**src/hdl/secp256k1_field_multiply_assert.svh**
```systemverilog
// Assertion macros used by the field multiplier RTL.
`ifndef SECP256K1_FIELD_MULTIPLY_ASSERT_SVH
`define SECP256K1_FIELD_MULTIPLY_ASSERT_SVH

// Same-cycle implication, disabled while reset is asserted.
`define SFM_ASSERT_NOW(label, clk_s, rst_n, ante, cons) \
	label: assert property (@(posedge clk_s) disable iff (!rst_n) (ante) |-> (cons)) \
		else $error("assertion failed: same-cycle check");

// Next-cycle implication, disabled while reset is asserted.
`define SFM_ASSERT_NEXT(label, clk_s, rst_n, ante, cons) \
	label: assert property (@(posedge clk_s) disable iff (!rst_n) (ante) |=> (cons)) \
		else $error("assertion failed: next-cycle check");

`endif

```
**src/hdl/sfm_pkg.sv**
```systemverilog
// ----------------------------------------------------------------------------
// sfm_pkg
// Types and constants for the secp256k1 field multiplier.
// ----------------------------------------------------------------------------
package sfm_pkg;

	localparam int LimbW    = 64;
	localparam int WordW    = 32;
	localparam int NumWords = 8;
	localparam int NumCols  = 2 * NumWords - 1;
	localparam int ColW     = 2 * WordW + 3;
	localparam int ProdW    = 512;
	localparam int FieldW   = 256;
	localparam int FoldW    = FieldW + 34;
	localparam int TopW     = FoldW - FieldW;

	// p = 2^256 - (2^32 + 977); fold constant low part
	localparam logic [9:0] FoldLow = 10'd977;

	typedef logic [LimbW-1:0]     limb_t;
	typedef logic [WordW-1:0]     word_t;
	typedef logic [2*WordW-1:0]   pp_t;
	typedef logic [ColW-1:0]      col_t;
	typedef logic [ProdW-1:0]     prod_t;
	typedef logic [FieldW-1:0]    field_t;
	typedef logic [FoldW-1:0]     fold_t;

	// pipeline control shared by the stage modules
	typedef struct packed {
		logic advance;
	} pipe_ctrl_t;

endpackage

```
**src/hdl/sfm_reduce.sv**
```systemverilog
// ----------------------------------------------------------------------------
// sfm_reduce
// Two folds modulo 2^256 - 0x1000003D1, final carry dropped.
// ----------------------------------------------------------------------------
module sfm_reduce import sfm_pkg::*; (
	input  logic       clk,
	input  pipe_ctrl_t ctrl,
	input  prod_t      prod,
	output field_t     result
);

	fold_t  fold_s4;
	field_t result_s5;
	fold_t  hi, lo;
	logic [TopW-1:0] top;
	field_t top_ext, top_k;

	// fold one: lo + hi*2^32 + hi*977, written as shifts
	always_comb begin
		hi = fold_t'(prod[ProdW-1:FieldW]);
		lo = fold_t'(prod[FieldW-1:0]);
	end

	always_ff @(posedge clk) begin
		if (ctrl.advance) begin
			fold_s4 <= lo + (hi << 32) + (hi << 10) + hi - (hi << 5) - (hi << 4);
		end
	end

	// fold two: overflow times the fold constant added into the low 256 bits
	always_comb begin
		top     = fold_s4[FoldW-1:FieldW];
		top_ext = field_t'(top);
		top_k   = (top_ext << 32) + top_ext * field_t'(FoldLow);
	end

	always_ff @(posedge clk) begin
		if (ctrl.advance) begin
			result_s5 <= fold_s4[FieldW-1:0] + top_k;
		end
	end

	assign result = result_s5;

endmodule

```
**config.mk**
```make
export PLATFORM = sky130hd
export DESIGN_NAME = sfm_reduce
export DESIGN_NICKNAME = d
export VERILOG_FILES = /design/src/hdl/secp256k1_field_multiply_assert.svh /design/src/hdl/sfm_pkg.sv /design/src/hdl/sfm_reduce.sv
export SDC_FILE = /design/constraint.sdc
export NUM_CORES = 2
export LEC_CHECK = 0
export BUFFER_PORTS_ARGS = -buffer_cell sky130_fd_sc_hd__buf_2
export CORE_UTILIZATION = 62
export DETAILED_ROUTE_END_ITERATION = 7
export PLACE_DENSITY_LB_ADDON = 0.3
export SYNTH_ARGS = -nofsm -noshare
export SYNTH_HDL_FRONTEND = slang
export SYNTH_SLANG_ARGS = --single-unit
```
**constraint.sdc**
```tcl
create_clock -name clk -period 10.8 [get_ports clk]
set_clock_uncertainty 0.1 [all_clocks]
set_input_delay 0.54 -clock clk [delete_from_list [all_inputs] [get_ports clk]]
set_output_delay 0.54 -clock clk [all_outputs]
set_load 0.02 [all_outputs]
```
# After elaboration in Yosys (flattened, before gate mapping)
# Index checks and enable logic that the tools add are counted.
# W data, S select, Z words.
totals:
  regBits: 546
  inputBits: 514
  elab_cells: 10
op_classes:
  add_sub_neg: 7
  multipliers: 1
ops:
  columns: ["cell", "n"]
  rows:
  - ["$add A289 B266 Y290", 1]
  - ["$add A290 B256 Y290", 1]
  - ["$sub A290 B260 Y290", 1]
  - ["$sub A290 B261 Y290", 1]
  - ["$add A256 B288 Y289", 1]
  - ["$add A256 B256 Y256", 1]
  - ["$add A66 B44 Y67", 1]
  - ["$mul A34 B10 Y44 const B", 1]

# Logic depth before layout (Yosys ltp)
depth:
  ltp_word: 5
  mapped_depth: 40

# Least setup slack after synthesis
# No wires, ideal clock.
synth_path:
  kind: "register -> register"
  startpoint: "register fold_s4[281]"
  endpoint: "register result_s5[209] (netlist: result[209]) (data pin)"
  setup_time_ns: 0.258
  arrival_ns: 8.585
  slack_ns: 1.858
  path_stages_with_launch: 41
  path_buffers: 3
  path_cell_list: "edfxtp_1 -> inv_1 -> fa_1 -> fa_1 -> inv_1 -> fa_1 -> inv_1 -> fa_1 -> inv_1 -> fa_1 -> ha_1 -> a21o_1 -> a21o_1 -> a21o_1 -> a21o_1 -> a21o_1 -> a21o_1 -> a21oi_1 -> (+5 left out) -> and3_1 -> xnor2_1 -> ha_1 -> clkbuf_1 -> a21oi_1 -> nor2b_1 -> o21ai_0 -> nand2b_1 -> nor2_1 -> a21oi_1 -> o21a_1 -> a21oi_2 -> or2_4 -> or4_1 -> buf_4 -> nor4_4 -> nand4_1 -> xnor2_1"
synth_via:
  elab_chain_cells: 3
synth_lines:
  columns: ["item", "line", "source"]
  rows:
  - ["start, declared", "sfm_reduce.sv:12", "fold_t fold_s4;"]
  - ["start signal, assigned", "sfm_reduce.sv:26", "fold_s4 <= lo + (hi << 32) + (hi << 10) + hi - (hi << 5) - (hi << 4);"]
  - ["$mul A34 B10 Y44", "sfm_reduce.sv:34", "top_k = (top_ext << 32) + top_ext * field_t'(FoldLow);"]
  - ["$add A66 B44 Y67 (*)", "sfm_reduce.sv:34", null]
  - ["$add A256 B256 Y256 (*)", "sfm_reduce.sv:39", "result_s5 <= fold_s4[FieldW-1:0] + top_k;"]
  - ["end signal, assigned", "sfm_reduce.sv:39", null]
  - ["end, declared", "sfm_reduce.sv:13", "field_t result_s5;"]
# Every way passes the cells marked *; elsewhere a longest branch is shown, timed or not.
# A chain may end at the register's enable or synchronous reset.

# Final worst setup path
layout_path:
  startpoint: "register fold_s4[259]"
  endpoint: "register result_s5[236] (netlist: result[236]) (data pin)"
# Same word-level chain as after synthesis.

==> flow_summary.json <==
{
  "die_area_um2": 122400,
  "root_buffer": "clkbuf_16",
  "netlist_instances": 7443,
  "place_ws_ps": 436.2,
  "synth.top_cells.by_count": "fa_1 (1118), a21oi_1 (675), nand2_1 (645)",
  "max-slew-margin-rel": 0.1073,
  "criticalPathCategory": "flip-flop to flip-flop",
  "grt_max_degree": 198,
  "place_hpwl_mm": 262.6,
  "drv_cap": 0,
  "syn2layout_area_growth_pct": 9.890,
  "cp_max_fo": 8,
  "via_per_inst": 6.892,
  "cts_max_level": 2,
  "fillers": 8987,
  "synth.distinct_cells": 100,
  "wl_met1_mm": 106.6,
  "initial_core_util": 0.6253,
  "ys_warn_count": 0,
  "synth-async-reset-ratio": 0,
  "grt_util_all_layers": 0.5001,
  "top_layer": "met5",
  "antenna_found_initial": 33,
  "endpoint_kind": "flip-flop",
  "drtIter0Drc": 9949,
  "finalSetupTns_ps": 0,
  "yosysMostFrequentCell": "fa_1",
  "status": "finished, violations left",
  "die_w_um": 349.9,
  "synth_ff_type": "edfxtp_1",
  "row_count": 127,
  "vias": 67400,
  "fin_crit_sh": 0.9643,
  "first_pass_iters": 8,
  "ys_seq_area_frac": 0.2185,
  "ys_ff_latch": 546,
  "synth_area_leaders": "fa_1 (30%), edfxtp_1 (22%), ha_1 (9.9%)",
  "synth_edf_count": 546,
  "ant_nets": 0,
  "cts_tree": "built",
  "hp-class": "primary input to flip-flop",
  "syn_area_um2": 75020,
  "pin_count": 770,
  "synth_top_area_frac": 0.2983,
  "setup_violations": 0,
  "violations": "DRC",
  "max_freq_ghz": 0.09602,
  "fin_nets": 10330,
  "gp_congestion": 1.094,
  "drc": 42,
  "wirelength_mm": 307.3,
  "clock_tree.buffer_depth": 3,
  "drive_above_1_share": 0.1186,
  "wl_per_cell_um": 31.42,
  "portBuffers": 769,
  "worst-endpoint-arrival_ps": 10720,
  "clkLatencyLatePin_ps": 700,
  "grt_pass1_vias": 67880,
  "startpoint_type": "flip-flop",
  "die_h_um": 349.9,
  "wl_met3_mm": 44.33,
  "syn-mean-instance-area_um2": 10.08,
  "tightest_slew_ps": 1338,
  "setup_ws_ps": 386.0,
  "synth_nets": 9670,
  "grt_pass1_wl_mm": 440.5,
  "synth_top_area_cell": "fa_1",
  "cp_slowest_cell": "a2111oi_1",
  "cts.clk_slew.worst_paths_ps": 70,
  "hold_viol_final": 0,
  "route.met2.wl_mm": 130.0,
  "timing.final.crit_period_ps": 10410,
  "slew_violations": 0,
  "max_stage_delay_ps": 700,
  "cp.required_ps": 11110,
  "cts.sinks": 546,
  "cts_inserted_buffers": 59,
  "design.core.area_um2": 120000,
  "gr-total-overflow": 0
}
[worst max-delay path, delay by kind of cell (launching register included)]
family	cells	cell delay, ps
buffers and inverters	2	260
XOR/XNOR	2	340
adder cells (fa/ha/maj)	7	3280
AND/OR/NAND/NOR	9	1710
AO/OA/AOI/OAI	15	3860
flip-flops	1	570
[final timing paths]
path | end | cells after the start | startpoint | slack (ps)
max reg2reg | result[236]$_DFFE_PP_ | 35 | fold_s4[259]$_DFFE_PP_ | 390
min reg2reg | result[0]$_DFFE_PP_ | 1 | fold_s4[0]$_DFFE_PP_ | 480
min | fold_s4[1]$_DFFE_PP_ | 3 | prod[1] | 260
max | result[236]$_DFFE_PP_ | 35 | fold_s4[259]$_DFFE_PP_ | 390
[routing by layer]
layer | track usage | up-vias
met2 | 0.7313 | 5788
met3 | 0.1729 | 1549
met4 | 0.3430 | 16
li1 | - | 27540
met1 | 0.6243 | 32510
met5 | 0.009812 | -
[cell families after synthesis]
| logic type | after synthesis | synth area share |
|---|---|---|
| and+or+nand+nor | 2041 | 0.1316 |
| adders and majority gates | 1713 | 0.3976 |
| buffers and inverters | 802 | 0.04064 |
| xor gates and xnor gates | 590 | 0.06888 |
| AOI/OAI and AO/OA | 1751 | 0.1428 |
| DFF | 546 | 0.2185 |
[layout make-up]
| class | instances | area [µm²] | share of cell area |
|---|---|---|---|
| sequential | 546 | 16400 | 0.1989 |
| tap | 1612 | 2017 | 0.02447 |
| clock inverter | 40 | 524.3 | 0.006359 |
| antenna | 14 | 35.03 | 0.0004250 |
| multi-input combinational | 6095 | 55610 | 0.6746 |
| clock buffer | 68 | 1510 | 0.01832 |
| inverter | 616 | 2312 | 0.02805 |
| timing repair buffer | 789 | 4034 | 0.04893 |
[through the flow]
stage	hold slack (ps)	util	cell area [µm²]	cells
5_1_grt	262.7	0.6870	82420	9771
2_1_floorplan	426.1	-	75020	7443
3_5_place_dp	441.4	0.6695	80320	9656
6_report	258.1	0.6872	82440	9780
4_1_cts	234.4	0.6864	82350	9764
3_3_place_gp	465.3	0.6695	80320	9656
[placed cells by master (no fill, tap or decap), drive strengths merged, types with 221 or more instances in the layout]
cell / n
xor2: 221
ha: 595
buf: 789
nor2: 469
inv: 624
o21ai: 427
xnor2: 369
nand4: 252
nand2: 647
a21oi: 678
edfxtp: 546
fa: 1118
[registers in the layout (all words and copies together), names as in the netlist]
name     count
fold_s4    290
result     256
[timing repair]
action	CTS	global route
hold buffers	0	0
gates resized for setup	0	7
setup endpoints to repair	0	23
setup buffers	0	2
Power is not shown: default switching activity piles up to over one toggle a cycle in this logic, so the estimate is an artifact.
